### src/hdl/lmt_pkg.sv
// shared types, constants and helpers for the label majority tracker
// no dependencies
package lmt_pkg;

    localparam int TABLE_DEPTH = 16;
    localparam int COUNT_BITS  = 32;
    localparam int LABEL_BITS  = 16;
    localparam int OUT_COUNT_BITS = 32;
    localparam int OUT_USED_BITS  = 5;
    localparam int ADDR_BITS = (TABLE_DEPTH > 1) ? $clog2(TABLE_DEPTH) : 1;
    localparam int USED_BITS = $clog2(TABLE_DEPTH + 1);

    typedef logic [LABEL_BITS-1:0] t_label;
    typedef logic [COUNT_BITS-1:0] t_count;
    typedef logic [ADDR_BITS-1:0]  t_addr;
    typedef logic [USED_BITS-1:0]  t_used;

    localparam t_label WINNER_RESET = '1;
    localparam t_count COUNT_ONE    = t_count'(1);
    localparam t_count COUNT_MAX    = '1;

    // commands from the controller to the datapath
    typedef struct packed {
        logic load;    // capture label, start a new scan
        logic scan;    // issue the next table read
        logic finish;  // write back and present the result
    } t_cmd;

    // status from the datapath to the controller
    typedef struct packed {
        logic issue_done;  // a read has been issued for every entry in use
        logic rd_pending;  // a read is still in flight
    } t_status;

    // saturating increment of an occurrence count
    function automatic t_count sat_inc(input t_count c);
        return (c == COUNT_MAX) ? c : t_count'(c + COUNT_ONE);
    endfunction

endpackage

### src/hdl/label_majority_tracker_unit.sv
// label majority tracker: start captures the label, a table scan then reads one entry
// per cycle and tracks the largest count, and finish writes the table back and
// registers the result; start is taken again in the o_done cycle, not before
// results cannot be stalled; o_done is high for one cycle per transaction
// synchronous active-low reset empties the table and sets the majority label to -1
module label_majority_tracker_unit import lmt_pkg::*; (
    input  logic               i_clk,
    input  logic               i_rst_n,
    input  logic               start,
    output logic               busy,
    input  logic signed [15:0] i_label,
    output logic               o_done,
    output logic signed [15:0] o_majority_label,
    output logic        [31:0] o_majority_count,
    output logic        [4:0]  o_distinct_used,
    output logic               o_dropped
);

    t_cmd    cmd;
    t_status status;
    t_label  winner;
    t_count  best;
    t_used   used;

    // sequencing
    lmt_ctrl u_ctrl (
        .i_clk    (i_clk),
        .i_rst_n  (i_rst_n),
        .i_start  (start),
        .i_status (status),
        .o_cmd    (cmd),
        .o_busy   (busy)
    );

    // tables and scan logic
    lmt_datapath u_dp (
        .i_clk     (i_clk),
        .i_rst_n   (i_rst_n),
        .i_cmd     (cmd),
        .i_label   (t_label'(i_label)),
        .o_status  (status),
        .o_done    (o_done),
        .o_winner  (winner),
        .o_best    (best),
        .o_used    (used),
        .o_dropped (o_dropped)
    );

    // result ports
    assign o_majority_label = signed'(winner);
    assign o_majority_count = OUT_COUNT_BITS'(best);
    assign o_distinct_used  = OUT_USED_BITS'(used);

endmodule

### src/hdl/lmt_ram.sv
// generic single write port ram with registered read
// no dependencies
module lmt_ram #(
    parameter int WIDTH = 8,
    parameter int DEPTH = 16,
    localparam int AW = (DEPTH > 1) ? $clog2(DEPTH) : 1
) (
    input  logic             i_clk,
    input  logic             i_we,
    input  logic [AW-1:0]    i_waddr,
    input  logic [WIDTH-1:0] i_wdata,
    input  logic             i_re,
    input  logic [AW-1:0]    i_raddr,
    output logic [WIDTH-1:0] o_rdata
);

    logic [WIDTH-1:0] r_mem [DEPTH];
    logic [WIDTH-1:0] r_rdata;

    // write port
    always_ff @(posedge i_clk) begin
        if (i_we) begin
            r_mem[i_waddr] <= i_wdata;
        end
    end

    // registered read port
    always_ff @(posedge i_clk) begin
        if (i_re) begin
            r_rdata <= r_mem[i_raddr];
        end
    end

    assign o_rdata = r_rdata;

endmodule

### src/hdl/lmt_ctrl.sv
// controller state machine for the label majority tracker
// depends on lmt_pkg
module lmt_ctrl import lmt_pkg::*; (
    input  logic    i_clk,
    input  logic    i_rst_n,
    input  logic    i_start,
    input  t_status i_status,
    output t_cmd    o_cmd,
    output logic    o_busy
);

    localparam logic [1:0] S_IDLE   = 2'd0;
    localparam logic [1:0] S_SCAN   = 2'd1;
    localparam logic [1:0] S_FINISH = 2'd2;

    logic [1:0] r_state;
    logic [1:0] n_state;

    // next state and commands
    always_comb begin
        n_state = r_state;
        o_cmd   = '0;
        unique case (r_state)
            S_IDLE: begin
                if (i_start) begin
                    o_cmd.load = 1'b1;
                    n_state    = S_SCAN;
                end
            end
            S_SCAN: begin
                o_cmd.scan = 1'b1;
                if (i_status.issue_done && !i_status.rd_pending) begin
                    n_state = S_FINISH;
                end
            end
            S_FINISH: begin
                o_cmd.finish = 1'b1;
                n_state      = S_IDLE;
            end
            default: begin
                n_state = S_IDLE;
            end
        endcase
    end

    // state register
    always_ff @(posedge i_clk) begin
        if (!i_rst_n) begin
            r_state <= S_IDLE;
        end else begin
            r_state <= n_state;
        end
    end

    assign o_busy = (r_state != S_IDLE);

endmodule

### src/hdl/lmt_datapath.sv
// datapath: label and count tables, lookup and max scan, result registers
// depends on lmt_pkg and lmt_ram
module lmt_datapath import lmt_pkg::*; (
    input  logic    i_clk,
    input  logic    i_rst_n,
    input  t_cmd    i_cmd,
    input  t_label  i_label,
    output t_status o_status,
    output logic    o_done,
    output t_label  o_winner,
    output t_count  o_best,
    output t_used   o_used,
    output logic    o_dropped
);

    t_label r_lab;
    logic   r_found;
    t_addr  r_hit;
    t_count r_hit_cnt;
    t_count r_best;
    t_label r_winner;
    t_used  r_used;
    t_used  r_rd_addr;
    logic   r_rd_valid;
    t_addr  r_rd_idx;
    logic   r_done;
    logic   r_dropped;

    logic   rd_issue;
    t_label rd_label;
    t_count rd_count;
    logic   rd_match;
    t_count rd_eff;
    logic   full;
    logic   we_label;
    logic   we_count;
    t_addr  waddr;
    t_count wcount;

    // table storage
    lmt_ram #(.WIDTH(LABEL_BITS), .DEPTH(TABLE_DEPTH)) u_label_ram (
        .i_clk   (i_clk),
        .i_we    (we_label),
        .i_waddr (waddr),
        .i_wdata (r_lab),
        .i_re    (rd_issue),
        .i_raddr (r_rd_addr[ADDR_BITS-1:0]),
        .o_rdata (rd_label)
    );

    lmt_ram #(.WIDTH(COUNT_BITS), .DEPTH(TABLE_DEPTH)) u_count_ram (
        .i_clk   (i_clk),
        .i_we    (we_count),
        .i_waddr (waddr),
        .i_wdata (wcount),
        .i_re    (rd_issue),
        .i_raddr (r_rd_addr[ADDR_BITS-1:0]),
        .o_rdata (rd_count)
    );

    // read issue and compare of the returning entry
    assign rd_issue = i_cmd.scan && (r_rd_addr != r_used);
    assign rd_match = (rd_label == r_lab) && !r_found;
    assign rd_eff   = rd_match ? sat_inc(rd_count) : rd_count;

    // write back on finish: bump a hit, append a new label, or drop it when full
    assign full     = (r_used == t_used'(TABLE_DEPTH));
    assign we_label = i_cmd.finish && !r_found && !full;
    assign we_count = i_cmd.finish && (r_found || !full);
    assign waddr    = r_found ? r_hit : r_used[ADDR_BITS-1:0];
    assign wcount   = r_found ? r_hit_cnt : COUNT_ONE;

    // control registers
    always_ff @(posedge i_clk) begin
        if (!i_rst_n) begin
            r_used     <= '0;
            r_winner   <= WINNER_RESET;
            r_rd_valid <= 1'b0;
            r_done     <= 1'b0;
        end else begin
            r_rd_valid <= rd_issue;
            r_done     <= i_cmd.finish;
            if (r_rd_valid && (rd_eff > r_best)) begin
                r_winner <= rd_label;
            end
            if (i_cmd.finish && !r_found && !full) begin
                r_used <= t_used'(r_used + 1'b1);
                if (r_best == '0) begin
                    r_winner <= r_lab;
                end
            end
        end
    end

    // per-transaction working registers
    always_ff @(posedge i_clk) begin
        if (i_cmd.load) begin
            r_lab     <= i_label;
            r_found   <= 1'b0;
            r_best    <= '0;
            r_rd_addr <= '0;
        end else begin
            if (rd_issue) begin
                r_rd_addr <= t_used'(r_rd_addr + 1'b1);
                r_rd_idx  <= r_rd_addr[ADDR_BITS-1:0];
            end
            if (r_rd_valid) begin
                if (rd_match) begin
                    r_found   <= 1'b1;
                    r_hit     <= r_rd_idx;
                    r_hit_cnt <= rd_eff;
                end
                if (rd_eff > r_best) begin
                    r_best <= rd_eff;
                end
            end
            if (i_cmd.finish) begin
                r_dropped <= !r_found && full;
                if (!r_found && !full && (r_best == '0)) begin
                    r_best <= COUNT_ONE;
                end
            end
        end
    end

    assign o_status.issue_done = (r_rd_addr == r_used);
    assign o_status.rd_pending = r_rd_valid;
    assign o_done    = r_done;
    assign o_winner  = r_winner;
    assign o_best    = r_best;
    assign o_used    = r_used;
    assign o_dropped = r_dropped;

endmodule

### config.mk
export PLATFORM = sky130hd
export DESIGN_NAME = label_majority_tracker_unit
export DESIGN_NICKNAME = d
export VERILOG_FILES = /design/src/hdl/lmt_pkg.sv /design/src/hdl/label_majority_tracker_unit.sv /design/src/hdl/lmt_ram.sv /design/src/hdl/lmt_ctrl.sv /design/src/hdl/lmt_datapath.sv
export SDC_FILE = /design/constraint.sdc
export NUM_CORES = 1
export LEC_CHECK = 0
export ABC_AREA = 1
export BUFFER_PORTS_ARGS = -buffer_cell sky130_fd_sc_hd__buf_2
export CORE_MARGIN = 1.5
export CORE_UTILIZATION = 54
export CTS_CLUSTER_SIZE = 40
export DETAILED_ROUTE_END_ITERATION = 6
export PLACE_DENSITY = 0.73
export SLEW_MARGIN = 30
export SYNTH_ARGS = -nofsm -noshare
export SYNTH_HDL_FRONTEND = slang
export SYNTH_HIERARCHICAL = 1
export SYNTH_SLANG_ARGS = --single-unit
### constraint.sdc
create_clock -name i_clk -period 5.8 [get_ports i_clk]
set_clock_uncertainty 0.15 [all_clocks]
set_input_delay 0.58 -clock i_clk [delete_from_list [all_inputs] [get_ports i_clk]]
set_output_delay 0.58 -clock i_clk [all_outputs]
set_load 0.01 [all_outputs]
==> summary.md <==
| Metric | Value |
|---|---|
| IO Count | `75` |
| Post-layout min period | `4.573 ns` |
| End of the worst hold path | `u_ctrl/r_state[0]` |
| Mux contribution to synthesized area | `0.5332%` |
| Dpl hpwl | `63.85 mm` |
| Synth Net Count | `4282` |
| Leakage | `0.02020 uW` |
| Initial core utilization | `54.52%` |
| Fin crit share | `78.85%` |
| Final Slew Violations | `0` |
| Postcts setup bufs | `0` |
| Max-cap violations | `0` |
| Hold Crit Depth | `3` |
| Simple-Gate Fraction of Synth Area | `21.44%` |
| Crit. Startpoint | `u_dp/r_lab[1]` |
| Area delta synth->final | `10.73%` |
| Nets | `4346` |
| Per-cell routed wire length | `20.38 um` |
| Worst skew pair latency | `0.65 ns` |
| Setup crit start kind | `flop` |
| Post-synthesis cell area | `42240 sq um` |
| Register area share after synthesis | `65.06%` |
| Final Hold Fails | `0` |
| R2r worst-path depth | `21` |
| Reg2reg end | `u_dp/o_best[12]` |
| Rows | `102` |
| Diode count | `0` |
| Grt ovf | `0` |
| First-pass GRT wire length | `163.6 mm` |
| ANT nets after route | `0` |
| Via count | `29540` |
| Final wirelength | `110.2 mm` |
| Total clock sinks | `936` |
| CTS tree | `yes` |
| Largest family of logic cells by synthesized area | `simple AND/OR/NAND/NOR gates` |
| Hold_sp | `start` |
| Routability cong. | `0.8929` |
| Crit. End Element | `flop` |
| Die area | `79900 sq um` |
| Yosys warning total | `6` |
| Longest Clk Path Bufs | `3` |
| Initial DRT Pass Iterations | `5` |
| Core ar. | `77470 sq um` |
| Die height | `282.7 um` |
| Number of global-route vias before repair | `27160` |
| Post-Synthesis Cells | `4227` |
| First DRT Iteration DRCs | `3771` |
| CTS Root Cell | `clkbuf_16` |
| Fin area | `46770 sq um` |
| Worst vdd ir | `359.7 uV` |
| Most common cell after layout, fill and taps aside | `nand2_1` |
| Busiest grt layer | `met2` |
| Complex-gate fraction of the synthesized area | `1.742%` |
| Worst-path fanout max | `34` |
| Syn avg cell area | `9.992 sq um` |
| TNS Setup | `0 ns` |
| HP Class | `in2reg` |
| GR Util met2 | `42.84%` |
| Most frequent cells in the layout | `nand2_1, edfxtp_1, inv_1` |
| Placed Area | `43620 sq um` |
| Largest net degree at the start of global routing | `179` |
| Ratio of cells with drive above 1 in the final layout | `8.494%` |
| Worst-path clk slew | `0.06 ns` |
| DRC violations left | `0` |
| Worst Max-Slew Pin Slew | `1.032 ns` |
| Antenna violations before repair | `2` |
| Hold_buf cts | `13` |
| Final setup viols | `0` |
| H-tree depth | `3` |
| Setup Crit Path Kind | `reg2reg` |
| Port bufs | `74` |
| Xor/xnor share of the synthesized area | `0.4947%` |
| Flip-flop and latch count after synthesis | `936` |
| Flop2flop setup slack | `1.23 ns` |
| RSZ-0062 raised after global routing | `false` |
| FMAX | `0.2187 GHz` |
| Distinct cells, synth | `48` |
| Worst r2r src | `u_dp/r_lab[1]` |
| Via density | `5.462` |
| Num CTS Buffers | `93` |
| CTS resizes | `0` |
| Die X | `282.7 um` |
| Crit path arrival time | `4.97 ns` |
| Slew margin rel. | `31.04%` |
| Gr usage total | `27.55%` |
| PwrDens | `380.5 nW/um^2` |
| Global Route met1 Usage | `39.36%` |
| Status | `completed` |
| Synth Area in Adders | `1.066%` |
| GRT met3 Usage | `5.361%` |
| CP Data Required Time | `6.20 ns` |
-- worst max-delay path by stage --
stage	cells past startpoint	end
floorplan	9	u_dp/r_hit[0]
global placement	22	u_dp/o_best[24]
detailed placement	20	u_dp/o_best[9]
CTS	20	u_dp/o_best[9]
global route	19	u_dp/o_best[7]
finish	21	u_dp/o_best[12]
-- metrics by stage --
stage	utilization (%)	hold WS, ns	power, uW	instances	setup slack [ns]
finish	60.37	0.02432	17790	5408	1.227
global route	60.37	0.01408	18530	5408	0.8370
CTS	60.35	0.002354	17810	5407	1.262
detailed placement	56.30	0.2545	11940	5222	1.271
global placement	55.98	0.2519	11860	5212	1.387
floorplan	-	0.2503	10970	4227	1.316
-- logic make-up after synthesis --
family	Yosys count
xor+xnor	23
simple gates	2147
mux	10
flops	936
buf+inv	953
compound gates	122
fa+ha+maj	36
-- report_power, final --
part / switching [uW] / internal (uW) / leakage (uW)
clock network: 2550 / 3350 / 0.00146
registers: 296 / 7670 / 0.00846
logic: 2760 / 1170 / 0.0103
-- area by class of cell --
| cell class | count | area, sq um |
|---|---|---|
| Fill cell | 6077 | 30700 |
| Sequential cell | 936 | 27490 |
| Multi-Input combinational cell | 2338 | 10850 |
| Inverter | 767 | 2893 |
| Clock buffer | 120 | 2521 |
| Tap cell | 1040 | 1301 |
| Timing Repair Buffer | 155 | 1227 |
| Clock inverter | 52 | 485.5 |
-- worst max-delay path: stages (launching register included) --
cell and delay [ns]:
edfxtp_1 0.74, inv_1 0.15, nand2_1 0.10, nand2_1 0.05
nor2_1 0.09, nand2_1 0.07, nor2_2 0.15, nand3_4 0.54
a21oi_1 0.52, ha_1 0.32, a21o_1 0.18, nor2_1 0.10
nand2_1 0.07, nand2_1 0.07, nand2_1 0.08, nand2_1 0.06
nand2_1 0.09, nand2_2 0.08, buf_4 0.33, inv_2 0.20
o21ai_0 0.21, nor2_1 0.06
-- Yosys cell counts (all sizes together) --
cell type  instances  area [sq um]
nand2           1288          4857
edfxtp           873         26220
inv              765          2874
nand3            618          3118
nor2             198         809.5
buf              153          1072
dfxtp             63          1261
o21ai             49         245.2
a21oi             43         256.5
ha                36         450.4
clkbuf            33         125.1
nor3              18         95.09
o21bai            16         120.1
nand4             15         93.84
xor2              15         138.9
mux2i             10         225.2
o21a               8         60.06
xnor2              8         70.07
nand3b             4         30.03
a31oi              3         31.28
a21o               2         15.01
clkinv             2         12.51
nor3b              2         20.02
a21boi             1         7.510
and3               1         6.260
nor2b              1         6.260
nor4               1         12.51
or2                1         6.260
-- state kept, by name, indices dropped and copies added, names as in the netlist --
| signal | cells |
|---|---|
| u_dp/o_winner | 16 |
| u_dp/o_best | 32 |
| u_dp/r_rd_idx | 4 |
| u_dp/u_label_ram/r_mem | 256 |
| u_dp/u_count_ram/o_rdata | 32 |
| u_dp/r_hit | 4 |
| u_dp/r_rd_valid | 1 |
| u_dp/o_dropped | 1 |
| u_dp/r_found | 1 |
| u_dp/u_count_ram/r_mem | 512 |
| u_dp/o_done | 1 |
| u_dp/u_label_ram/o_rdata | 16 |
| u_dp/r_rd_addr | 5 |
| u_dp/r_lab | 16 |
| u_ctrl/r_state | 2 |
| u_dp/o_used | 5 |
| u_dp/r_hit_cnt | 32 |
-- routing by layer --
metal,vias up,share of wire [%]
met5,-,0.012
met4,2,2.6
met3,190,11
met2,1625,46
met1,13990,41
li1,13740,-
No activity file was read; power rests on OpenSTA's default activity.
